File: src/rtl/hsvrgb_pkg.sv
// Shared types and constants for the HSV to RGB converter pipeline.
// No dependencies; every other rtl file refers to this package by scoped names.
package hsvrgb_pkg;

  localparam int FRAC_BITS = 16;
  localparam int Q1_W      = FRAC_BITS + 1;     // Q1.FRAC_BITS
  localparam int HH_W      = FRAC_BITS + 3;     // hue * 6, Q3.FRAC_BITS
  localparam int PROD_W    = 2 * Q1_W;

  localparam logic [Q1_W-1:0] FX_ONE = Q1_W'(1) << FRAC_BITS;

  // Hue sector, named by the span of the color wheel it covers
  typedef enum logic [2:0] {
    SECT_RED_YEL = 3'd0,
    SECT_YEL_GRN = 3'd1,
    SECT_GRN_CYN = 3'd2,
    SECT_CYN_BLU = 3'd3,
    SECT_BLU_MAG = 3'd4,
    SECT_MAG_RED = 3'd5
  } sector_t;

  typedef struct packed {
    logic [FRAC_BITS-1:0] hue;
    logic [Q1_W-1:0]      saturation;
    logic [Q1_W-1:0]      brightness;
  } hsv_t;

  typedef struct packed {
    logic [Q1_W-1:0] red;
    logic [Q1_W-1:0] green;
    logic [Q1_W-1:0] blue;
  } rgb_t;

  // After stage 1: clamped inputs, sector and fraction
  typedef struct packed {
    sector_t              sector;
    logic                 grey;
    logic [FRAC_BITS-1:0] frac;
    logic [Q1_W-1:0]      sat;
    logic [Q1_W-1:0]      val;
  } sect_st_t;

  // After stage 2: the three factors (1-s), (1-s*f), (1-s*(1-f))
  typedef struct packed {
    sector_t         sector;
    logic            grey;
    logic [Q1_W-1:0] kp;
    logic [Q1_W-1:0] kq;
    logic [Q1_W-1:0] kt;
    logic [Q1_W-1:0] val;
  } fact_st_t;

  // After stage 3: p, q, t scaled by value
  typedef struct packed {
    sector_t         sector;
    logic            grey;
    logic [Q1_W-1:0] p;
    logic [Q1_W-1:0] q;
    logic [Q1_W-1:0] t;
    logic [Q1_W-1:0] val;
  } scl_st_t;

  // Stage load enables from the top-level flow control
  typedef struct packed {
    logic sect;
    logic fact;
    logic scl;
  } stage_en_t;

endpackage

File: src/rtl/hsvrgb_sector.sv
// Stage 1: clamps saturation and value to 1.0, splits hue * 6 into sector and fraction.
// Depends on hsvrgb_pkg.
module hsvrgb_sector (
  input  logic                clk,
  input  logic                en,
  input  hsvrgb_pkg::hsv_t     req,
  output hsvrgb_pkg::sect_st_t st_r
);

  logic [hsvrgb_pkg::Q1_W-1:0] sat_c;
  logic [hsvrgb_pkg::Q1_W-1:0] val_c;
  logic [hsvrgb_pkg::HH_W-1:0] hh;
  hsvrgb_pkg::sect_st_t        st_nxt;

  always_comb begin
    sat_c = (req.saturation > hsvrgb_pkg::FX_ONE) ? hsvrgb_pkg::FX_ONE : req.saturation;
    val_c = (req.brightness > hsvrgb_pkg::FX_ONE) ? hsvrgb_pkg::FX_ONE : req.brightness;
    // hue * 6 as shift-add
    hh = (hsvrgb_pkg::HH_W'(req.hue) << 2) + (hsvrgb_pkg::HH_W'(req.hue) << 1);

    st_nxt.sector = hsvrgb_pkg::sector_t'(hh[hsvrgb_pkg::HH_W-1 -: 3]);
    st_nxt.grey   = (sat_c == '0);
    st_nxt.frac   = hh[hsvrgb_pkg::FRAC_BITS-1:0];
    st_nxt.sat    = sat_c;
    st_nxt.val    = val_c;
  end

  always_ff @(posedge clk) begin
    if (en) begin
      st_r <= st_nxt;
    end
  end

endmodule

File: src/rtl/hsvrgb_factor.sv
// Stage 2: forms the factors 1-s, 1-s*f and 1-s*(1-f), products truncated.
// Depends on hsvrgb_pkg.
module hsvrgb_factor (
  input  logic                 clk,
  input  logic                 en,
  input  hsvrgb_pkg::sect_st_t  st_in,
  output hsvrgb_pkg::fact_st_t  st_r
);

  localparam int FB = hsvrgb_pkg::FRAC_BITS;
  localparam int QW = hsvrgb_pkg::Q1_W;
  localparam int PW = hsvrgb_pkg::PROD_W;

  logic [QW-1:0]        frac_c;    // 1 - f
  logic [PW-1:0]        prod_sf;
  logic [PW-1:0]        prod_sfc;
  hsvrgb_pkg::fact_st_t st_nxt;

  always_comb begin
    frac_c   = hsvrgb_pkg::FX_ONE - QW'(st_in.frac);
    prod_sf  = PW'(st_in.sat) * PW'(st_in.frac);
    prod_sfc = PW'(st_in.sat) * PW'(frac_c);

    st_nxt.sector = st_in.sector;
    st_nxt.grey   = st_in.grey;
    st_nxt.kp     = hsvrgb_pkg::FX_ONE - st_in.sat;
    // both truncated products stay within 0..1.0
    st_nxt.kq     = hsvrgb_pkg::FX_ONE - prod_sf[FB +: QW];
    st_nxt.kt     = hsvrgb_pkg::FX_ONE - prod_sfc[FB +: QW];
    st_nxt.val    = st_in.val;
  end

  always_ff @(posedge clk) begin
    if (en) begin
      st_r <= st_nxt;
    end
  end

endmodule

File: src/rtl/hsvrgb_scale.sv
// Stage 3: scales the three factors by value to give p, q and t.
// Depends on hsvrgb_pkg.
module hsvrgb_scale (
  input  logic                 clk,
  input  logic                 en,
  input  hsvrgb_pkg::fact_st_t  st_in,
  output hsvrgb_pkg::scl_st_t   st_r
);

  localparam int FB = hsvrgb_pkg::FRAC_BITS;
  localparam int QW = hsvrgb_pkg::Q1_W;
  localparam int PW = hsvrgb_pkg::PROD_W;

  logic [PW-1:0]       prod_p;
  logic [PW-1:0]       prod_q;
  logic [PW-1:0]       prod_t;
  hsvrgb_pkg::scl_st_t st_nxt;

  always_comb begin
    prod_p = PW'(st_in.val) * PW'(st_in.kp);
    prod_q = PW'(st_in.val) * PW'(st_in.kq);
    prod_t = PW'(st_in.val) * PW'(st_in.kt);

    st_nxt.sector = st_in.sector;
    st_nxt.grey   = st_in.grey;
    st_nxt.p      = prod_p[FB +: QW];
    st_nxt.q      = prod_q[FB +: QW];
    st_nxt.t      = prod_t[FB +: QW];
    st_nxt.val    = st_in.val;
  end

  always_ff @(posedge clk) begin
    if (en) begin
      st_r <= st_nxt;
    end
  end

endmodule

File: src/rtl/hsv_to_rgb_converter.sv
// HSV to RGB converter, top level: flow control, sector ordering, output register.
// Depends on hsvrgb_pkg, hsvrgb_sector, hsvrgb_factor and hsvrgb_scale.
//
// Converts one color per clock, while not stalled, from hue (Q0.16 fraction of a
// turn), saturation and value (Q1.16, clamped to 1.0) into red, green and blue
// (Q1.16). A request passes four register stages: sector split, factor multiply,
// value multiply, then channel ordering into the output register. Throughput is
// one request per cycle while in_stall is low; each stage holds its own valid bit
// and loads whenever it is empty or its contents move on, so bubbles close up and
// in_stall rises only when all four stages are full behind a stalled output. Zero
// saturation gives grey.
module hsv_to_rgb_converter (
  input  logic             clk,
  input  logic             rst_n,
  input  logic             in_valid,
  output logic             in_stall,
  input  hsvrgb_pkg::hsv_t in_data,
  output logic             out_valid,
  input  logic             out_stall,
  output hsvrgb_pkg::rgb_t out_data
);

  hsvrgb_pkg::stage_en_t en;
  logic                  out_en;
  logic                  v1_r, v2_r, v3_r, out_valid_r;

  hsvrgb_pkg::sect_st_t  sect_st;
  hsvrgb_pkg::fact_st_t  fact_st;
  hsvrgb_pkg::scl_st_t   scl_st;
  hsvrgb_pkg::rgb_t      rgb_nxt;
  hsvrgb_pkg::rgb_t      out_data_r;

  // A stage loads when it is empty or its contents move on this cycle
  always_comb begin
    out_en   = ~out_valid_r | ~out_stall;
    en.scl   = ~v3_r | out_en;
    en.fact  = ~v2_r | en.scl;
    en.sect  = ~v1_r | en.fact;
    in_stall = ~en.sect;
  end

  always_ff @(posedge clk) begin
    if (!rst_n) begin
      v1_r        <= 1'b0;
      v2_r        <= 1'b0;
      v3_r        <= 1'b0;
      out_valid_r <= 1'b0;
    end else begin
      if (en.sect) begin
        v1_r <= in_valid;
      end
      if (en.fact) begin
        v2_r <= v1_r;
      end
      if (en.scl) begin
        v3_r <= v2_r;
      end
      if (out_en) begin
        out_valid_r <= v3_r;
      end
    end
  end

  hsvrgb_sector u_sector (
    .clk  (clk),
    .en   (en.sect),
    .req  (in_data),
    .st_r (sect_st)
  );

  hsvrgb_factor u_factor (
    .clk   (clk),
    .en    (en.fact),
    .st_in (sect_st),
    .st_r  (fact_st)
  );

  hsvrgb_scale u_scale (
    .clk   (clk),
    .en    (en.scl),
    .st_in (fact_st),
    .st_r  (scl_st)
  );

  always_comb begin
    case (scl_st.sector)
      hsvrgb_pkg::SECT_RED_YEL: begin
        rgb_nxt.red = scl_st.val; rgb_nxt.green = scl_st.t; rgb_nxt.blue = scl_st.p;
      end
      hsvrgb_pkg::SECT_YEL_GRN: begin
        rgb_nxt.red = scl_st.q; rgb_nxt.green = scl_st.val; rgb_nxt.blue = scl_st.p;
      end
      hsvrgb_pkg::SECT_GRN_CYN: begin
        rgb_nxt.red = scl_st.p; rgb_nxt.green = scl_st.val; rgb_nxt.blue = scl_st.t;
      end
      hsvrgb_pkg::SECT_CYN_BLU: begin
        rgb_nxt.red = scl_st.p; rgb_nxt.green = scl_st.q; rgb_nxt.blue = scl_st.val;
      end
      hsvrgb_pkg::SECT_BLU_MAG: begin
        rgb_nxt.red = scl_st.t; rgb_nxt.green = scl_st.p; rgb_nxt.blue = scl_st.val;
      end
      default: begin
        rgb_nxt.red = scl_st.val; rgb_nxt.green = scl_st.p; rgb_nxt.blue = scl_st.q;
      end
    endcase
    if (scl_st.grey) begin
      rgb_nxt.red   = scl_st.val;
      rgb_nxt.green = scl_st.val;
      rgb_nxt.blue  = scl_st.val;
    end
  end

  always_ff @(posedge clk) begin
    if (out_en) begin
      out_data_r <= rgb_nxt;
    end
  end

  assign out_valid = out_valid_r;
  assign out_data  = out_data_r;

endmodule

File: config.mk
export PLATFORM = sky130hd
export DESIGN_NAME = hsv_to_rgb_converter
export DESIGN_NICKNAME = d
export VERILOG_FILES = /design/src/rtl/hsvrgb_pkg.sv /design/src/rtl/hsvrgb_sector.sv /design/src/rtl/hsvrgb_factor.sv /design/src/rtl/hsvrgb_scale.sv /design/src/rtl/hsv_to_rgb_converter.sv
export SDC_FILE = /design/constraint.sdc
export NUM_CORES = 2
export LEC_CHECK = 0
export BUFFER_PORTS_ARGS = -buffer_cell sky130_fd_sc_hd__buf_2
export CAP_MARGIN = 25
export CORE_MARGIN = 2
export CORE_UTILIZATION = 67
export CTS_CLUSTER_DIAMETER = 150
export DETAILED_ROUTE_END_ITERATION = 10
export PLACE_DENSITY = 0.84
export RECOVER_POWER = 50
export SYNTH_ARGS = -nofsm -noshare
export SYNTH_HDL_FRONTEND = slang
export SYNTH_SLANG_ARGS = --single-unit
File: constraint.sdc
create_clock -name clk -period 19.23 [get_ports clk]
set_input_delay 3.846 -clock clk [delete_from_list [all_inputs] [get_ports clk]]
set_output_delay 3.846 -clock clk [all_outputs]
set_load 0.05 [all_outputs]
==> impl_metrics.csv <==
group,metric,value,unit
status,status,"finished with violations",
status,violations,"capacitance limit, slew limit",
routing,drt-initial-drc-count,3616,
cts,clock_path_buffers,3,
routing,topRoutingLayerUsed,"met5",
die,rows,105,
yosys,synth-simple-area-share,16.1,%
yosys,synth_compound_area_share,5.13,%
yosys,avgSynthCellArea,9.26,µm²
sta,drv_slew,919,
setup_path,critical_path_class,"reg2reg",
cts,cts_tree,"done",
cts,cts.sinks,252,
yosys,netlist_instances,5942,
cts,ctsResizeCount,0,
place,dpl_cell_area,56200,µm²
yosys,synth.area.mux_share,0.443,%
cts,clkSlewWorstSetupHoldPaths,0.06,ns
layout,drive_gt1_share,3.95,%
routing,ant_nets,0,
yosys,ys_warn_count,0,
routing,vias_per_cell,5.87,
setup_path,cp_slowest_stage_delay,2.55,ns
yosys,synth-edff-count,248,
layout,final_cell_area,57000,µm²
setup_path,timing.critical_path.required,19.58,ns
global_route,grt_pass1_vias,44100,
setup_path,rr_worst_depth,26,
global_route,grt_max_degree,73,
job,drv_cap,22,
setup_path,cp_max_fo,52,
yosys,synth_most_common_cell,"inv_1",
routing,met3_length,13900,µm
cts,cts-htree-levels,1,
setup_path,crit_family,"adder cells",
yosys,syn_area,55000,µm²
routing,wirelength,137000,µm
routing,first_pass_iters,8,
sta,fin_crit,9.92,ns
cts,cts_hold_buf,0,
setup_path,arrival,10.27,ns
die,core_area,81700,µm²
place,dpl_worst_slack,9.70,ns
die,dieArea,84400,µm²
place,hpwl,104000,µm
sta,clock_skew,0.0424,ns
yosys,ys_seq_elements,252,
yosys,synth_fp_nets,7603,
layout,num-fill-cells,6029,
die,ios,107,
yosys,synth-xor-area-share,2.56,%
yosys,synthTopCellsByCount,"inv_1, fa_1, nand2_1",
die,start_util,67.3,%
sta,fmax,101,MHz
yosys,synth_cell_types,98,
sta,period_share,51.6,%
yosys,synthFlopType,"edfxtp_1",
hold_path,whs_path_depth,0,
place,io_buffers,106,
die,die_width,291,µm
routing,wl_met2,65100,µm
setup_path,crit_path_frequent_cell,"fa_1",
die,dieHeight,291,µm
routing,vias,40600,
sta,setup_viol,0,
yosys,yosysSeqAreaShare,13.7,%
layout,fin_nets,7485,
sta,worst_slack,9.31,ns
yosys,synth.area.top_cells,"fa_1, edfxtp_1, ha_1",
setup_path,cp_slowest_cell,"clkbuf_1",
cts,numCtsBuffers,27,
setup_path,cp.depth,26,
sta,worst_pin_slew,3.75,ns
routing,routedWlPerCell,19.8,µm
yosys,synth_top_cell_by_area,"fa_1",
cts,insertion_delay,0.61,ns
setup_path,cp-start-kind,"register",
global_route,gr-usage-all-layers,33.6,%
sta,hold_viol_final,0,
cts,post-cts-setup-buffers,0,
global_route,antenna_found_initial,3,
yosys,async_flop_share,0,%
sta,finalSetupTns,0,ns
hold_path,hold_class,"reg2reg",
global_route,gr-total-overflow,0,
place,routabilityCongestion,0.976,
routing,wl_met1,50200,µm
layout,area_growth,3.56,%
routing,drc_errors,0,
setup_path,path_buf_inv,6,
yosys,synthAdderAreaFrac,51.0,%
sta,rsz0062_at_grt,"false",
global_route,grt_pass1_wl,225000,µm
setup_path,setup.worst_path.end_class,"register",
yosys,synth_top_family_by_area,"adder cells",
cts,cts-root-buf,"clkbuf_16",
sta,relSlewSlack,-150,%
yosys,yosysTopAreaCellShare,38.7,%
[worst reg2reg max path: stages, from the launching register on]
cell	delay, ns
edfxtp_1	0.34
clkbuf_1	2.55
nand2_1	0.34
fa_1	0.70
inv_1	0.06
fa_1	0.53
inv_1	0.05
fa_1	0.51
inv_1	0.06
fa_1	0.53
inv_1	0.05
fa_1	0.49
inv_1	0.06
fa_1	0.45
ha_1	0.33
a21oi_1	0.15
a21boi_0	0.09
o21ai_0	0.15
nand2b_1	0.14
nor2b_1	0.16
a21oi_1	0.14
o31ai_1	0.15
o41ai_1	0.70
o21ai_0	0.32
a21o_1	0.28
a21o_1	0.19
xor2_1	0.16
[flip-flops by register name, indices dropped and copies added, names as in the netlist]
register,cells
u_sector.st_r,53
out_valid,1
v3_r,1
u_scale.st_r,72
v2_r,1
out_data,51
u_factor.st_r,72
v1_r,1
[routing by layer]
layer	track usage [%]	vias up
li1	-	17700
met1	43.1	20000
met2	56.5	2272
met3	5.62	499
met4	15.1	2
met5	0	-
[logic make-up after synthesis]
logic type | after synthesis
flops | 252
mux | 23
compound gates | 424
xor+xnor | 161
fa+ha+maj | 1607
simple gates | 1861
buf+inv | 1614
[worst paths after layout]
path | startpoint | endpoint | slack, ns
min reg2reg | u_sector.st_r[7] | u_factor.st_r[7] | 0.42
min | u_sector.st_r[7] | u_factor.st_r[7] | 0.42
max reg2reg | u_factor.st_r[13] | u_scale.st_r[65] | 9.31
max | u_factor.st_r[13] | u_scale.st_r[65] | 9.31
[metrics by stage]
| step | instances | hold slack, ns | util [%] |
|---|---|---|---|
| after CTS | 6913 | 0.417 | 69.8 |
| after floorplan | 5942 | 0.400 | - |
| final | 6915 | 0.417 | 69.7 |
| after global placement | 6857 | 0.404 | 68.7 |
| after global routing | 6914 | 0.421 | 69.7 |
| after detailed placement | 6864 | 0.405 | 68.8 |
[cell type report]
| type | instances | area [µm²] | area share (%) |
|---|---|---|---|
| multi-input combinational | 4076 | 41400 | 72.7 |
| tap | 1070 | 1340 | 2.35 |
| inverter | 1283 | 4820 | 8.45 |
| antenna | 1 | 2.50 | 0.00439 |
| timing repair buffer | 184 | 1030 | 1.81 |
| clock inverter | 19 | 173 | 0.303 |
| clock buffer | 30 | 687 | 1.21 |
| sequential | 252 | 7530 | 13.2 |
[placed cells by master (no fill, tap or decap), types with 21 or more instances in the layout]
master / count
a21o_1: 36
a21oi_1: 123
and2_1: 467
buf_2: 100
buf_4: 55
clkbuf_1: 31
clkbuf_16: 27
edfxtp_1: 248
fa_1: 1063
ha_1: 544
inv_1: 1282
mux2i_1: 21
nand2_1: 1008
nand3_1: 33
nor2_1: 127
nor2b_1: 53
nor3_1: 40
nor3b_1: 21
nor4_1: 22
o21ai_0: 93
xnor2_1: 105
xor2_1: 56
Power is left out: the tool's default activity adds up to more than one toggle a clock period on the data nets, which glitch-free logic cannot reach.
